$ cat src/sv/clt_pkg.sv
`default_nettype none
package clt_pkg;

   localparam int QUEUE_DEPTH = 4;
   localparam int QPTR_W = 2;
   localparam int RECS_PER_ITEM = 3;

   localparam logic [7:0] CH_A = 8'h61;
   localparam logic [7:0] CH_Z = 8'h7a;
   localparam logic [7:0] CH_0 = 8'h30;
   localparam logic [7:0] CH_9 = 8'h39;
   localparam logic [7:0] CH_COLON = 8'h3a;
   localparam logic [7:0] CH_DOLLAR = 8'h24;
   localparam logic [7:0] CH_HASH = 8'h23;
   localparam logic [7:0] CH_BLANK = 8'h20;

   localparam logic [3:0] KIND_CMD = 4'd0;
   localparam logic [3:0] KIND_NAME_ARG = 4'd1;
   localparam logic [3:0] KIND_NUM_ARG = 4'd2;
   localparam logic [3:0] KIND_LAST_RESULT = 4'd3;
   localparam logic [3:0] KIND_TYPE = 4'd4;
   localparam logic [3:0] KIND_OK = 4'd5;
   localparam logic [3:0] KIND_NO_NAME = 4'd6;
   localparam logic [3:0] KIND_BAD_ARG = 4'd7;
   localparam logic [3:0] KIND_TOO_LONG = 4'd8;

   typedef enum logic [3:0] {
      PH_START,
      PH_CNAME,
      PH_ARGS,
      PH_NAMEARG,
      PH_NUMARG,
      PH_DOLLAR,
      PH_VALDONE,
      PH_HASH,
      PH_TYPE
   } phase_type;

   typedef enum logic [1:0] {
      FAIL_NONE,
      FAIL_NONAME,
      FAIL_BAD,
      FAIL_LONG
   } fail_type;

   typedef struct packed {
      logic [7:0]  character;
      logic        has_character;
      logic        end_of_line;
      logic [15:0] line_number;
   } req_type;

   typedef struct packed {
      logic [3:0]  record_kind;
      logic [9:0]  start_column;
      logic [10:0] token_length;
      logic [15:0] line_echo;
      logic        last_of_run;
   } rsp_type;

   typedef struct packed {
      logic        valid;
      logic [3:0]  kind;
      logic [9:0]  start;
      logic [10:0] len;
   } rec_type;

   typedef struct packed {
      rec_type [RECS_PER_ITEM-1:0] recs;
      logic [15:0]                 line;
   } bundle_type;

endpackage
`default_nettype wire

$ cat src/sv/command_line_tokenizer.sv
// command line tokenizer
// req channel: one byte of a command line per beat (character, has_character,
// end_of_line, line_number). a beat with has_character low and end_of_line high
// just closes the line; with both low it does nothing.
// rsp channel: token records (command name, arguments, types) as each token
// completes, then one status record at end of line. last_of_run marks the final
// record caused by one request beat; a beat causes zero to three records.
// a beat's records are written into the queue when the beat is accepted and
// are offered only once the record sequencer has loaded them from its head.
// throughput: one request beat per cycle while the queue is not full; the response
// side sends a beat's records one per cycle while rsp_ready is high.
// a four-entry queue sits between the classifier and the record sequencer, so a
// stalled receiver only backs up req_ready once that queue is full.
// reset: synchronous, clears the line state (expecting a command name, column
// zero, no failure) and drops queued and pending records.
// over MAX_LINE bytes: too long if not failed yet; later bytes are not counted
`default_nettype none
module command_line_tokenizer import clt_pkg::*; #(
   parameter int MAX_LINE = 1024
) (
   input  wire logic     clock,
   input  wire logic     reset,
   input  wire logic     req_valid,
   output logic          req_ready,
   input  wire req_type  req_data,
   output logic          rsp_valid,
   input  wire logic     rsp_ready,
   output rsp_type       rsp_data
);

   logic        queue_full;
   logic        queue_empty;
   logic        push_valid;
   logic        queue_pop;
   bundle_type  push_data;
   bundle_type  queue_head;

   clt_front #(.MAX_LINE(MAX_LINE)) u_front (
      .clock(clock),
      .reset(reset),
      .req_valid(req_valid),
      .req_ready(req_ready),
      .req_data(req_data),
      .queue_full(queue_full),
      .push_valid(push_valid),
      .push_data(push_data)
   );

   clt_queue u_queue (
      .clock(clock),
      .reset(reset),
      .push_valid(push_valid),
      .push_data(push_data),
      .full(queue_full),
      .empty(queue_empty),
      .head(queue_head),
      .pop(queue_pop)
   );

   clt_back u_back (
      .clock(clock),
      .reset(reset),
      .queue_empty(queue_empty),
      .queue_head(queue_head),
      .queue_pop(queue_pop),
      .rsp_valid(rsp_valid),
      .rsp_ready(rsp_ready),
      .rsp_data(rsp_data)
   );

endmodule
`default_nettype wire

$ cat src/sv/clt_front.sv
`default_nettype none
module clt_front import clt_pkg::*; #(
   parameter int MAX_LINE = 1024
) (
   input  wire logic       clock,
   input  wire logic       reset,
   input  wire logic       req_valid,
   output logic            req_ready,
   input  wire req_type    req_data,
   input  wire logic       queue_full,
   output logic            push_valid,
   output bundle_type      push_data
);

   localparam int COL_W = $clog2(MAX_LINE + 1);
   localparam int TS_W = $clog2(MAX_LINE);

   phase_type          phase_ff, phase_in;
   logic [TS_W-1:0]    token_start_ff, token_start_in;
   logic [COL_W-1:0]   column_ff, column_in;
   fail_type           fail_ff, fail_in;

   phase_type          ph;
   logic [TS_W-1:0]    ts;
   fail_type           fc;
   logic [COL_W-1:0]   col_next;
   logic [COL_W-1:0]   len;
   logic [7:0]         c;
   logic               again;
   logic               is_lower;
   logic               is_num;
   bundle_type         bundle;
   logic               accept;

   assign req_ready = !queue_full;
   assign accept = req_valid && req_ready;

   always_comb begin
      ph = phase_ff;
      ts = token_start_ff;
      fc = fail_ff;
      col_next = column_ff;
      len = '0;
      c = req_data.character;
      is_lower = (c >= CH_A) && (c <= CH_Z);
      is_num = (c >= CH_0) && (c <= CH_9);
      again = 1'b0;
      bundle = '0;
      bundle.line = req_data.line_number;

      if (req_data.has_character) begin
         if (column_ff >= COL_W'(MAX_LINE)) begin
            if (fc == FAIL_NONE) fc = FAIL_LONG;
         end else begin
            col_next = column_ff + 1'b1;
            again = (fc == FAIL_NONE);
         end
      end

      // a byte can end one token and start the next, so a few passes
      for (int i = 0; i < 4; i++) begin
         if (again && fc == FAIL_NONE) begin
            again = 1'b0;
            case (ph)
               PH_START: begin
                  if (is_lower) begin
                     ph = PH_CNAME;
                     ts = column_ff[TS_W-1:0];
                  end else begin
                     fc = FAIL_NONAME;
                  end
               end
               PH_CNAME: begin
                  if (!is_lower) begin
                     len = column_ff - COL_W'(ts);
                     if (c == CH_COLON) len = len + 1'b1;
                     else again = 1'b1;
                     bundle.recs[0] = '{1'b1, KIND_CMD, 10'(ts), 11'(len)};
                     ph = PH_ARGS;
                  end
               end
               PH_ARGS: begin
                  if (c != CH_BLANK) begin
                     ts = column_ff[TS_W-1:0];
                     if (is_lower) ph = PH_NAMEARG;
                     else if (is_num) ph = PH_NUMARG;
                     else if (c == CH_DOLLAR) ph = PH_DOLLAR;
                     else fc = FAIL_BAD;
                  end
               end
               PH_NAMEARG, PH_NUMARG: begin
                  if (!((ph == PH_NAMEARG) ? is_lower : is_num)) begin
                     len = column_ff - COL_W'(ts);
                     bundle.recs[0] = '{1'b1,
                        (ph == PH_NAMEARG) ? KIND_NAME_ARG : KIND_NUM_ARG,
                        10'(ts), 11'(len)};
                     ph = PH_VALDONE;
                     again = 1'b1;
                  end
               end
               PH_DOLLAR: begin
                  if (c == CH_DOLLAR) begin
                     bundle.recs[0] = '{1'b1, KIND_LAST_RESULT, 10'(ts), 11'd2};
                     ph = PH_VALDONE;
                  end else begin
                     fc = FAIL_BAD;
                  end
               end
               PH_VALDONE: begin
                  if (c == CH_HASH) begin
                     ph = PH_HASH;
                     ts = column_ff[TS_W-1:0];
                  end else begin
                     ph = PH_ARGS;
                     again = 1'b1;
                  end
               end
               PH_HASH: begin
                  if (is_lower) ph = PH_TYPE;
                  else fc = FAIL_BAD;
               end
               PH_TYPE: begin
                  if (!is_lower) begin
                     len = column_ff - COL_W'(ts);
                     bundle.recs[0] = '{1'b1, KIND_TYPE, 10'(ts), 11'(len)};
                     ph = PH_ARGS;
                     again = 1'b1;
                  end
               end
               default: begin
                  ph = PH_START;
                  fc = FAIL_BAD;
               end
            endcase
         end
      end

      if (req_data.end_of_line) begin
         len = col_next - COL_W'(ts);
         if (fc == FAIL_NONE) begin
            case (ph)
               PH_START: fc = FAIL_NONAME;
               PH_CNAME: bundle.recs[1] = '{1'b1, KIND_CMD, 10'(ts), 11'(len)};
               PH_NAMEARG:
                  bundle.recs[1] = '{1'b1, KIND_NAME_ARG, 10'(ts), 11'(len)};
               PH_NUMARG:
                  bundle.recs[1] = '{1'b1, KIND_NUM_ARG, 10'(ts), 11'(len)};
               PH_TYPE: bundle.recs[1] = '{1'b1, KIND_TYPE, 10'(ts), 11'(len)};
               PH_DOLLAR, PH_HASH: fc = FAIL_BAD;
               default: ;
            endcase
         end
         bundle.recs[2].valid = 1'b1;
         case (fc)
            FAIL_NONAME: bundle.recs[2].kind = KIND_NO_NAME;
            FAIL_BAD:    bundle.recs[2].kind = KIND_BAD_ARG;
            FAIL_LONG:   bundle.recs[2].kind = KIND_TOO_LONG;
            default:     bundle.recs[2].kind = KIND_OK;
         endcase
      end

      phase_in = phase_ff;
      token_start_in = token_start_ff;
      column_in = column_ff;
      fail_in = fail_ff;
      if (accept) begin
         if (req_data.end_of_line) begin
            phase_in = PH_START;
            token_start_in = '0;
            column_in = '0;
            fail_in = FAIL_NONE;
         end else begin
            phase_in = ph;
            token_start_in = ts;
            column_in = col_next;
            fail_in = fc;
         end
      end
   end

   assign push_data = bundle;
   assign push_valid = accept && (bundle.recs[0].valid || bundle.recs[1].valid
                                  || bundle.recs[2].valid);

   always_ff @(posedge clock) begin
      if (reset) begin
         phase_ff <= PH_START;
         token_start_ff <= '0;
         column_ff <= '0;
         fail_ff <= FAIL_NONE;
      end else begin
         phase_ff <= phase_in;
         token_start_ff <= token_start_in;
         column_ff <= column_in;
         fail_ff <= fail_in;
      end
   end

endmodule
`default_nettype wire

$ cat src/sv/clt_queue.sv
`default_nettype none
module clt_queue import clt_pkg::*; (
   input  wire logic        clock,
   input  wire logic        reset,
   input  wire logic        push_valid,
   input  wire bundle_type  push_data,
   output logic             full,
   output logic             empty,
   output bundle_type       head,
   input  wire logic        pop
);

   bundle_type              slot_ff [QUEUE_DEPTH];
   logic [QPTR_W-1:0]       wr_ptr_ff, wr_ptr_in;
   logic [QPTR_W-1:0]       rd_ptr_ff, rd_ptr_in;
   logic [QPTR_W:0]         count_ff, count_in;
   logic                    do_push;
   logic                    do_pop;

   assign full = (count_ff == (QPTR_W + 1)'(QUEUE_DEPTH));
   assign empty = (count_ff == '0);
   assign head = slot_ff[rd_ptr_ff];
   assign do_push = push_valid && !full;
   assign do_pop = pop && !empty;

   always_comb begin
      wr_ptr_in = do_push ? wr_ptr_ff + 1'b1 : wr_ptr_ff;
      rd_ptr_in = do_pop ? rd_ptr_ff + 1'b1 : rd_ptr_ff;
      count_in = count_ff;
      if (do_push && !do_pop) count_in = count_ff + 1'b1;
      else if (do_pop && !do_push) count_in = count_ff - 1'b1;
   end

   always_ff @(posedge clock) begin
      if (do_push) slot_ff[wr_ptr_ff] <= push_data;
   end

   always_ff @(posedge clock) begin
      if (reset) begin
         wr_ptr_ff <= '0;
         rd_ptr_ff <= '0;
         count_ff <= '0;
      end else begin
         wr_ptr_ff <= wr_ptr_in;
         rd_ptr_ff <= rd_ptr_in;
         count_ff <= count_in;
      end
   end

endmodule
`default_nettype wire

$ cat src/sv/clt_back.sv
`default_nettype none
module clt_back import clt_pkg::*; (
   input  wire logic        clock,
   input  wire logic        reset,
   input  wire logic        queue_empty,
   input  wire bundle_type  queue_head,
   output logic             queue_pop,
   output logic             rsp_valid,
   input  wire logic        rsp_ready,
   output rsp_type          rsp_data
);

   bundle_type                 cur_ff, cur_in;
   logic [RECS_PER_ITEM-1:0]   rem_ff, rem_in;
   logic [RECS_PER_ITEM-1:0]   rem_after;
   logic [RECS_PER_ITEM-1:0]   first;
   rec_type                    sel;
   logic                       load;

   // lowest pending record goes out first
   assign first = rem_ff & (~rem_ff + 1'b1);
   assign rem_after = rem_ff & ~first;

   always_comb begin
      sel = '0;
      for (int i = 0; i < RECS_PER_ITEM; i++) begin
         if (first[i]) sel = cur_ff.recs[i];
      end
   end

   assign rsp_valid = |rem_ff;
   assign rsp_data = '{sel.kind, sel.start, sel.len, cur_ff.line, ~|rem_after};

   always_comb begin
      load = (rem_ff == '0) || (rsp_ready && rem_after == '0);
      queue_pop = load && !queue_empty;
      cur_in = cur_ff;
      rem_in = rem_ff;
      if (rsp_valid && rsp_ready) rem_in = rem_after;
      if (queue_pop) begin
         cur_in = queue_head;
         for (int i = 0; i < RECS_PER_ITEM; i++) rem_in[i] = queue_head.recs[i].valid;
      end
   end

   always_ff @(posedge clock) begin
      cur_ff <= cur_in;
   end

   always_ff @(posedge clock) begin
      if (reset) begin
         rem_ff <= '0;
      end else begin
         rem_ff <= rem_in;
      end
   end

endmodule
`default_nettype wire

$ cat config.mk
export PLATFORM = sky130hd
export DESIGN_NAME = command_line_tokenizer
export DESIGN_NICKNAME = d
export VERILOG_FILES = /design/src/sv/clt_pkg.sv /design/src/sv/command_line_tokenizer.sv /design/src/sv/clt_front.sv /design/src/sv/clt_queue.sv /design/src/sv/clt_back.sv
export SDC_FILE = /design/constraint.sdc
export NUM_CORES = 1
export LEC_CHECK = 0
export ABC_CLOCK_PERIOD_IN_PS = 7500
export BUFFER_PORTS_ARGS = -buffer_cell sky130_fd_sc_hd__buf_2
export CAP_MARGIN = 40
export CORE_MARGIN = 4
export CORE_UTILIZATION = 56
export CTS_CLUSTER_DIAMETER = 60
export DETAILED_ROUTE_END_ITERATION = 16
export PLACE_DENSITY = 0.76
export SLEW_MARGIN = 20
export SYNTH_ARGS = -nofsm -noshare
export SYNTH_HDL_FRONTEND = slang
export SYNTH_SLANG_ARGS = --single-unit
$ cat constraint.sdc
create_clock -name clock -period 7.5 [get_ports clock]
set_clock_uncertainty 0.05 [all_clocks]
set_input_delay 1.125 -clock clock [delete_from_list [all_inputs] [get_ports clock]]
set_output_delay 1.125 -clock clock [all_outputs]
set_load 0.05 [all_outputs]
==> out/metrics.csv, run 1 <==
metric;value;unit
share of layout cells above drive strength 1;20.58;%
FF-to-FF setup slack;1050;ps
mux contribution to synthesized area;9.719;%
Synth Register Bits;391;
DR iter-0 viols;1113;
Area Overhead vs Synth;11.16;%
H-tree depth;2;
TritonCTS clock tree;yes;
post-synthesis sequential area ratio;63.80;%
ys async rst share;0;%
CP bufs+invs;1;
most crowded layer after global routing;met2;
largest family of logic cells by synthesized area;compound AO/OA/AOI/OAI gates;
Final #Nets;1346;
met1 Use GR;32.57;%
Global Route Usage Sum;22.62;%
Place WS;647.4;ps
Fmax achieved;0.1548;GHz
hold path endpoint;u_front.token_start_ff[1]$_SDFFE_PP0P_;
post-CTS sizing;0;
met3 Resource Use GR;3.403;%
first-pass GRT wire length;60.63;mm
die area;34690;um^2
Placed Instances;1643;
Max Slew Vio Count;0;
Hold Path Stages;2;
status;completed;
syn_area_per_cell;14.48;um^2
port bufs;73;
Reg clk slew, reported paths;60;ps
via count;10670;
hold_buf cts;0;
fin crit share;86.13;%
remaining antenna violation count;0;
PwrDens;312.2;nW/um^2
Post-synth EDFFs;352;
compound-gate portion of the synthesized area;9.776;%
post-CTS setup-driven buffer insertion count;0;
Filler Cell Count;2238;
Max-Cap Viols;0;
Pleak;6.906;nW
HPWL Detailed;25.21;mm
DIE WIDTH;186.2;um
Vias/cell;6.224;
top_reg_cell synth;edfxtp_1;
Root Buffer;clkbuf_16;
Final WS setup;1040;ps
Yosys warnings;0;
Worst path top cell family by delay;compound AO/OA/AOI/OAI gates;
initial antenna violation count;1;
Initial DRT Pass Iterations;7;
Area contributors post-synth;edfxtp_1 59%, mux4_2 9.0%, dfxtp_1 4.4%;
cells along the critical path;buf_2 -> nor3_2 -> a2bb2oi_2 -> o211ai_1 -> o31a_1 -> nor2_4 -> or4_1 -> nor2_1 -> a21o_1 -> a21oi_1 -> ha_1 -> nor2b_1 -> o21ai_0 -> a21boi_0 -> o21ai_0 -> a21boi_0 -> o21ai_0 -> nand2b_1 -> a21o_1 -> a21oi_1 -> xor2_1 -> nor2_1;
# DRC;0;
clk sinks;391;
worst reg2reg path depth;21;
Least-Margin Pin Slew;896.6;ps
Row Count;65;
largest net degree at the start of global routing;56;
core area;31470;um^2
gpl congestion;0.9495;
Boundary Pins;74;
post-synth net total;1292;
Cells after Synth;1229;
Die Y;186.2;um
CP required;7670;ps
Post-Synth XOR/XNOR Area;1.625;%
Final Non-Filler Cells;1714;
final setup fails;0;
type of the tightest min-delay check;reg2reg;
mapped cell area;17790;um^2
CTS Buf Count;37;
final wirelength;38.83;mm
initial core utilization;56.53;%
minimum clock period;6460;ps
crit path launch type;primary input;
Max Buffers Root-to-Sink;3;
Slowest cell on crit path;o211ai_1;
slowest cell delay on critical path;770;ps
Setup Crit Path Kind;in2reg;
n_diodes;0;
Critical R2R Launch;u_front.phase_ff[3]$_SDFFE_PP0P_;
number of global-route vias before repair;10600;
post-synth top area cell;edfxtp_1;
post-synth cell types;87;
final hold violation count;0;
worst-path fanout max;11;
Max-slew headroom;39.97;%
WP data arrival;6630;ps
total power;6.175;mW
Yosys top cell area share;59.41;%
final setup TNS;0;ps
Crit. End Element;flip-flop;
Synth Area in Adders;2.560;%
Max IR drop VDD;0.0001657;V
drt wl/cell;22.65;um
RSZ-0062 raised after global routing;no;
clk_lat worst skew;530;ps
Commonest cells post-synth;352 x edfxtp_1, 108 x nor2_1, 71 x mux4_2;
R2R Path End;u_queue.slot_ff[0][52]$_DFFE_PP_;
Synth Area in Simple Gates;9.445;%
worst hold start;u_front.token_start_ff[1]$_SDFFE_PP0P_;
most frequent CP cell;o21ai_0;
routing usage on met2;36.96;%
cell with the most instances after synthesis;edfxtp_1;
total gr overflow;0;
[area by class of cell]
class | instances | area, um^2 | share of cell area, %
Timing Repair Buffer | 98 | 638.1 | 3.227
Inverter | 40 | 150.1 | 0.7592
Multi-Input combinational cell | 715 | 5924 | 29.96
Clock buffer | 50 | 1057 | 5.346
Clock inverter | 18 | 145.1 | 0.7339
Tap cell | 402 | 503.0 | 2.543
Sequential cell | 391 | 11360 | 57.43
[power breakdown]
part	leakage (nW)	internal (mW)	total (mW)	switching, mW
Clock	0.596	1.04	1.82	0.782
Combinational	2.55	0.508	1.47	0.963
Sequential	3.76	2.75	2.88	0.137
Total	6.91	4.29	6.17	1.88
[layout by cell type, fill, tap and decap left out, types with 5 or more instances in the layout]
cell type	netlist	layout
ha_1	30	30
nor2_1	108	108
nor3_1	15	15
buf_2	11	73
clkbuf_16	0	39
edfxtp_1	352	352
nor2b_1	13	12
a22oi_1	20	20
inv_1	39	39
xor2_1	14	14
a21oi_1	64	64
nand3_1	23	23
nand2_1	58	58
o211ai_1	5	5
a21boi_0	5	5
o21a_1	6	6
o21ai_1	7	7
mux4_2	71	71
mux2i_1	13	13
clkbuf_1	47	7
a21o_1	13	13
or3_1	7	7
nand4_1	6	6
dfxtp_1	39	37
and2_1	23	19
a22o_1	25	25
nand3b_1	7	7
xnor2_1	19	19
clkinv_2	0	9
a31oi_1	7	7
nand2b_1	11	11
o21ai_0	33	33
o221a_2	6	6
buf_4	17	20
and3_1	9	9
or4_1	5	5
[worst max path at each step]
stage / startpoint / end / slack (ps) / cells past startpoint
CTS: req_data[19] / u_queue.slot_ff[2][52]$_DFFE_PP_ / 1210 / 22
global route: u_front.phase_ff[1]$_SDFFE_PP0P_ / u_queue.slot_ff[2][52]$_DFFE_PP_ / 630 / 21
global placement: req_data[19] / u_queue.slot_ff[0][52]$_DFFE_PP_ / 870 / 22
floorplan: req_data[25] / u_queue.slot_ff[0][51]$_DFFE_PP_ / 1770 / 22
detailed placement: req_data[19] / u_queue.slot_ff[1][52]$_DFFE_PP_ / 650 / 22
finish: req_data[19] / u_queue.slot_ff[0][52]$_DFFE_PP_ / 1040 / 22
[kinds of logic (layout without fill, tap and decap cells)]
group	count (synthesis)	count (layout)
AO/OA/AOI/OAI	243	243
multiplexers	84	84
XOR/XNOR	33	33
buffers and inverters	123	206
flip-flops	391	391
adder cells (fa/ha/maj)	35	35
AND/OR/NAND/NOR	320	320
[stage by stage]
stage / hold WS (ps) / util [%] / area, um^2
2_1_floorplan: 390.3 / - / 17800
3_3_place_gp: 434.0 / 58.55 / 18430
3_5_place_dp: 441.4 / 58.80 / 18510
4_1_cts: 447.6 / 62.62 / 19710
5_1_grt: 463.3 / 62.83 / 19780
6_report: 446.4 / 62.83 / 19780
[state kept, by name (all words and copies together) (netlist names), named ones only]
register / count
u_queue.slot_ff: 284
u_front.token_start_ff: 10
u_queue.count_ff: 3
u_front.phase_ff: 4
u_back.rsp_data: 16
u_queue.rd_ptr_ff: 2
u_front.column_ff: 11
u_back.rem_ff: 3
u_front.fail_ff: 2
u_back.cur_ff: 52
u_queue.wr_ptr_ff: 2
[per-layer routing]
layer	vias to the layer above	wire, um	share of wire [%]
li1	4874	-	-
met1	5345	16610	43
met2	376	19000	49
met3	71	2353	6.1
met4	2	853	2.2
met5	-	12	0.031
[worst reg2reg max path, delay by kind of cell, from the launching register on]
| kind | cells | cell delay, ps |
|---|---|---|
| compound gates | 11 | 2920 |
| xor+xnor | 1 | 160 |
| fa+ha+maj | 1 | 340 |
| flops | 1 | 750 |
| simple gates | 8 | 1940 |
Power figures use the tool's default switching activity.
==> run 2: changes to the inputs <==
Settings changed: CORE_MARGIN 4 to default, PLACE_DENSITY 0.76 to default, PLACE_DENSITY_LB_ADDON from default to 0.1.
==> run 2 against run 1 <==
Compared with the run above: via count fell by 1.1%; total power is 1.0% higher; highest routed layer is now met4; final area grew 0.56%; critical endpoint is now u_queue.slot_ff[1][52]$_DFFE_PP_.
==> out/metrics.csv, run 2 (synthesis results as in run 1) <==
metric;value;unit
Final Non-Filler Cells;1715;
Area after DPL;18550;um^2
final hold violation count;0;
post-CTS setup-driven buffer insertion count;0;
CTS Buf Count;42;
Least-Margin Pin Slew;862.6;ps
WP data arrival;6550;ps
Fmax achieved;0.1572;GHz
Die Y;180.2;um
# DRC;0;
largest net degree at the start of global routing;54;
die area;32490;um^2
Final WS setup;1138;ps
DIE WIDTH;180.2;um
Internal;4.347;mW
Setup Crit Path Kind;reg2reg;
gpl congestion;0.8869;
Reg clk slew, reported paths;60;ps
via count;10550;
Switch Pwr;1.892;mW
Pleak;6.950;nW
initial core utilization;57.56;%
largest register by flop count;u_queue.slot_ff;
fin crit share;84.82;%
CP required;7690;ps
Row Count;64;
most frequent cells in the layout;352 x edfxtp_1, 108 x nor2_1, 74 x buf_2, 71 x mux4_2, 64 x a21oi_1;
hold_buf cts;0;
Root Buffer;clkbuf_16;
Placed Instances;1638;
total power;6.239;mW
number of global-route vias before repair;10560;
clk_lat worst skew;540;ps
Max-Cap Viols;0;
H-tree depth;2;
Max-slew headroom;42.49;%
Logic pwr share;23.4;%
Global Route Usage Sum;24.13;%
final setup fails;0;
crit path launch type;flip-flop;
n_diodes;0;
Boundary Pins;74;
Max Slew Vio Count;0;
worst-path fanout max;18;
share of layout cells above drive strength 1;20.47;%
Vias/cell;6.149;
type of the tightest min-delay check;reg2reg;
Clock Power Share;30.1;%
core area;30910;um^2
DR iter-0 viols;865;
clk sinks;391;
Crit. End Element;flip-flop;
total gr overflow;0;
Max Buffers Root-to-Sink;3;
Finished Cell Area;19890;um^2
status;completed;
Post-Route Utilization;64.34;%
Initial DRT Pass Iterations;7;
commonest non-fill, non-tap cell in the layout;edfxtp_1;
Place WS;723.9;ps
PwrDens;313.7;nW/um^2
first-pass GRT wire length;60.31;mm
port bufs;73;
Flop pwr share;46.5;%
drt wl/cell;22.17;um
Final #Nets;1353;
initial antenna violation count;0;
Area Overhead vs Synth;11.79;%
Filler Cell Count;2232;
minimum clock period;6362;ps
HPWL Detailed;24.87;mm
remaining antenna violation count;0;
switching part of the total;30.33;%
RSZ-0062 raised after global routing;no;
Largest register FFs;284;
TritonCTS clock tree;yes;
final wirelength;38.02;mm
Min Hold Slack;458.6;ps
post-CTS sizing;0;
Max IR drop VDD;0.0002123;V
final setup TNS;0;ps
-- run 2: path summary, 6_finish.rpt --
| check | from | endpoint | slack [ps] | cells past startpoint |
|---|---|---|---|---|
| setup / recovery | u_front.phase_ff[3]$_SDFFE_PP0P_ | u_queue.slot_ff[1][52]$_DFFE_PP_ | 1140 | 21 |
| hold / removal | u_queue.count_ff[2]$_SDFFE_PP0P_ | u_queue.count_ff[2]$_SDFFE_PP0P_ | 460 | 2 |
| setup reg to reg | u_front.phase_ff[3]$_SDFFE_PP0P_ | u_queue.slot_ff[1][52]$_DFFE_PP_ | 1140 | 21 |
| hold reg to reg | u_queue.count_ff[2]$_SDFFE_PP0P_ | u_queue.count_ff[2]$_SDFFE_PP0P_ | 460 | 2 |
-- run 2: power by group through the flow --
stage	clock network, mW	logic, mW	registers (mW)
finish	1.88	1.46	2.90
global route	2.00	1.55	2.93
CTS	1.92	1.48	2.90
detailed placement	0	1.47	2.95
global placement	0	1.41	2.94
floorplan	0	1.18	2.87
-- run 2: area by class of cell --
class	count	area, um^2	share of cell area (%)
clock inverter	23	166.4	0.8367
clock buffer	50	1102	5.543
tap	396	495.5	2.491
sequential	391	11360	57.11
inverter	40	150.1	0.7550
timing repair buffer	100	690.7	3.473
multi-input combinational	715	5924	29.79
-- run 2: worst max-delay path: stages, from the launching register on --
cell and delay, ps:
dfxtp_1 760, nor4b_2 550, nor2_1 100, o211ai_1 680, o31a_1 360, nor2_4 100
or4_1 580, nor2_1 310, a21o_1 320, a21oi_1 120, ha_1 330, nor2b_1 150
o21ai_0 200, a21boi_0 170, o21ai_0 210, a21boi_0 160, o21ai_0 170, nand2b_1 100
a21o_1 190, a21oi_1 180, xor2_1 170, nor2_1 90
-- run 2: per-layer routing --
layer | track usage [%] | wire length, um | vias up | part of all wire [%]
li1 | - | - | 4883 | -
met1 | 35.09 | 17140 | 5244 | 45
met2 | 38.40 | 17870 | 355 | 47
met3 | 3.011 | 2060 | 64 | 5.4
met4 | 7.419 | 949 | 0 | 2.5
met5 | 0 | 0 | - | 0
==> run 3: changes to the inputs <==
Settings changed: ABC_CLOCK_PERIOD_IN_PS 7500 to 5200.
Clock period 7.5 ns to 5.2 ns, I/O delays scaled along.
==> run 3 against run 2 <==
Compared with the run above: non-clock buffer count is 101 higher; fmax is 30% higher; critical path type unchanged; clock-buffer cell count rose by 6; via count grew 3.3%; setup slack got worse by 810 ps; final area grew 4.5%.
==> out/metrics.csv, run 3 (synthesis results as in run 1) <==
metric;value;unit
status;completed;
die area;32490;um^2
Reg clk slew, reported paths;60;ps
Final Non-Filler Cells;1815;
Least-Margin Pin Slew;813.1;ps
commonest non-fill, non-tap cell in the layout;edfxtp_1;
largest net degree at the start of global routing;51;
drt wl/cell;21.80;um
WP data arrival;5090;ps
hold_buf cts;0;
clk sinks;391;
final wirelength;39.58;mm
Max-slew headroom;45.79;%
clk_lat worst skew;530;ps
largest register by flop count;u_queue.slot_ff;
HPWL Detailed;26.59;mm
Finished Cell Area;20790;um^2
CTS Buf Count;40;
port bufs;73;
Crit. End Element;flip-flop;
PwrDens;445.3;nW/um^2
Row Count;64;
CP required;5420;ps
Max Slew Vio Count;0;
# DRC;0;
Max IR drop VDD;0.0003106;V
first-pass GRT wire length;62.10;mm
Area after DPL;19370;um^2
TritonCTS clock tree;yes;
Place WS;-219.0;ps
Min Hold Slack;417.3;ps
final hold violation count;0;
Max Buffers Root-to-Sink;3;
most frequent CP cell;a21o_1;
Global Route Usage Sum;24.87;%
Initial DRT Pass Iterations;5;
share of layout cells above drive strength 1;27.34;%
Vias/cell;6.003;
number of global-route vias before repair;10880;
most frequent cells in the layout;352 x edfxtp_1, 120 x buf_4, 105 x nor2_1, 73 x buf_2, 71 x mux4_2;
worst-path fanout max;12;
core area;30910;um^2
total gr overflow;0;
initial core utilization;57.56;%
cells along the critical path;or2_0 -> a311o_2 -> buf_4 -> o211a_1 -> a21oi_2 -> a21oi_2 -> buf_4 -> or4_4 -> nor2_4 -> o211ai_1 -> o21a_1 -> inv_1 -> ha_1 -> nor2b_1 -> o21ai_1 -> a21boi_1 -> o21ai_0 -> nand2b_1 -> a21o_1 -> a21o_1 -> a21o_1 -> a21oi_1 -> xor2_1 -> nor2_1;
Final #Nets;1452;
H-tree depth;2;
Die Y;180.2;um
Largest register FFs;284;
Final WS setup;324.4;ps
Fmax achieved;0.2051;GHz
via count;10900;
n_diodes;0;
Pleak;7.493;nW
Filler Cell Count;2215;
Max-Cap Viols;0;
Setup Crit Path Kind;reg2reg;
Boundary Pins;74;
Slowest cell on crit path;or4_4;
minimum clock period;4876;ps
Placed Instances;1741;
final setup TNS;0;ps
fin crit share;93.76;%
total power;9.258;mW
gpl congestion;0.9223;
Area Overhead vs Synth;16.86;%
final setup fails;0;
slowest cell delay on critical path;550;ps
remaining antenna violation count;0;
initial antenna violation count;0;
DR iter-0 viols;913;
DIE WIDTH;180.2;um
crit path launch type;flip-flop;
Root Buffer;clkbuf_16;
Post-Route Utilization;67.26;%
type of the tightest min-delay check;in2reg;
==> run 3: layout make-up <==
type | instances | area, um^2 | share of cell area (%)
Sequential cell | 391 | 11370 | 54.69
Multi-Input combinational cell | 715 | 5987 | 28.80
Timing Repair Buffer | 201 | 1441 | 6.933
Clock buffer | 56 | 1081 | 5.200
Tap cell | 396 | 495.5 | 2.383
Clock inverter | 16 | 264.0 | 1.270
Inverter | 40 | 150.1 | 0.7222
==> run 3: per-layer routing <==
metal  global-route usage, %  part of all wire (%)
met1                   35.93                    45
met2                   39.80                    47
met3                   3.517                   5.1
met4                   7.043                   2.1
met5                       0                     0
==> run 3: path summary, 6_finish.rpt <==
check / from / to / slack (ps) / cells past startpoint
setup / recovery: u_front.phase_ff[0]$_SDFFE_PP0P_ / u_queue.slot_ff[1][51]$_DFFE_PP_ / 320 / 24
hold / removal: req_data[13] / u_queue.slot_ff[3][13]$_DFFE_PP_ / 420 / 1
setup reg to reg: u_front.phase_ff[0]$_SDFFE_PP0P_ / u_queue.slot_ff[1][51]$_DFFE_PP_ / 320 / 24
hold reg to reg: u_front.token_start_ff[1]$_SDFFE_PP0P_ / u_front.token_start_ff[1]$_SDFFE_PP0P_ / 440 / 2
==> run 3: repair_timing <==
| item | in CTS | in global routing |
|---|---|---|
| buffers inserted | 0 | 2 |
| endpoints found under the setup margin | 0 | 16 |
| resized for setup | 0 | 17 |
==> run 3: critical path: cells and delay by family, from the launching register on <==
kind | cells | cell delay (ps)
simple gates | 6 | 1280
flops | 1 | 400
compound gates | 13 | 2160
buf+inv | 3 | 380
xor+xnor | 1 | 150
fa+ha+maj | 1 | 210
==> run 3: where the power goes <==
group	switching (mW)	leakage, nW	internal, mW
logic	1.39	3.08	0.770
clock network	1.15	0.652	1.77
registers	0.222	3.76	3.96
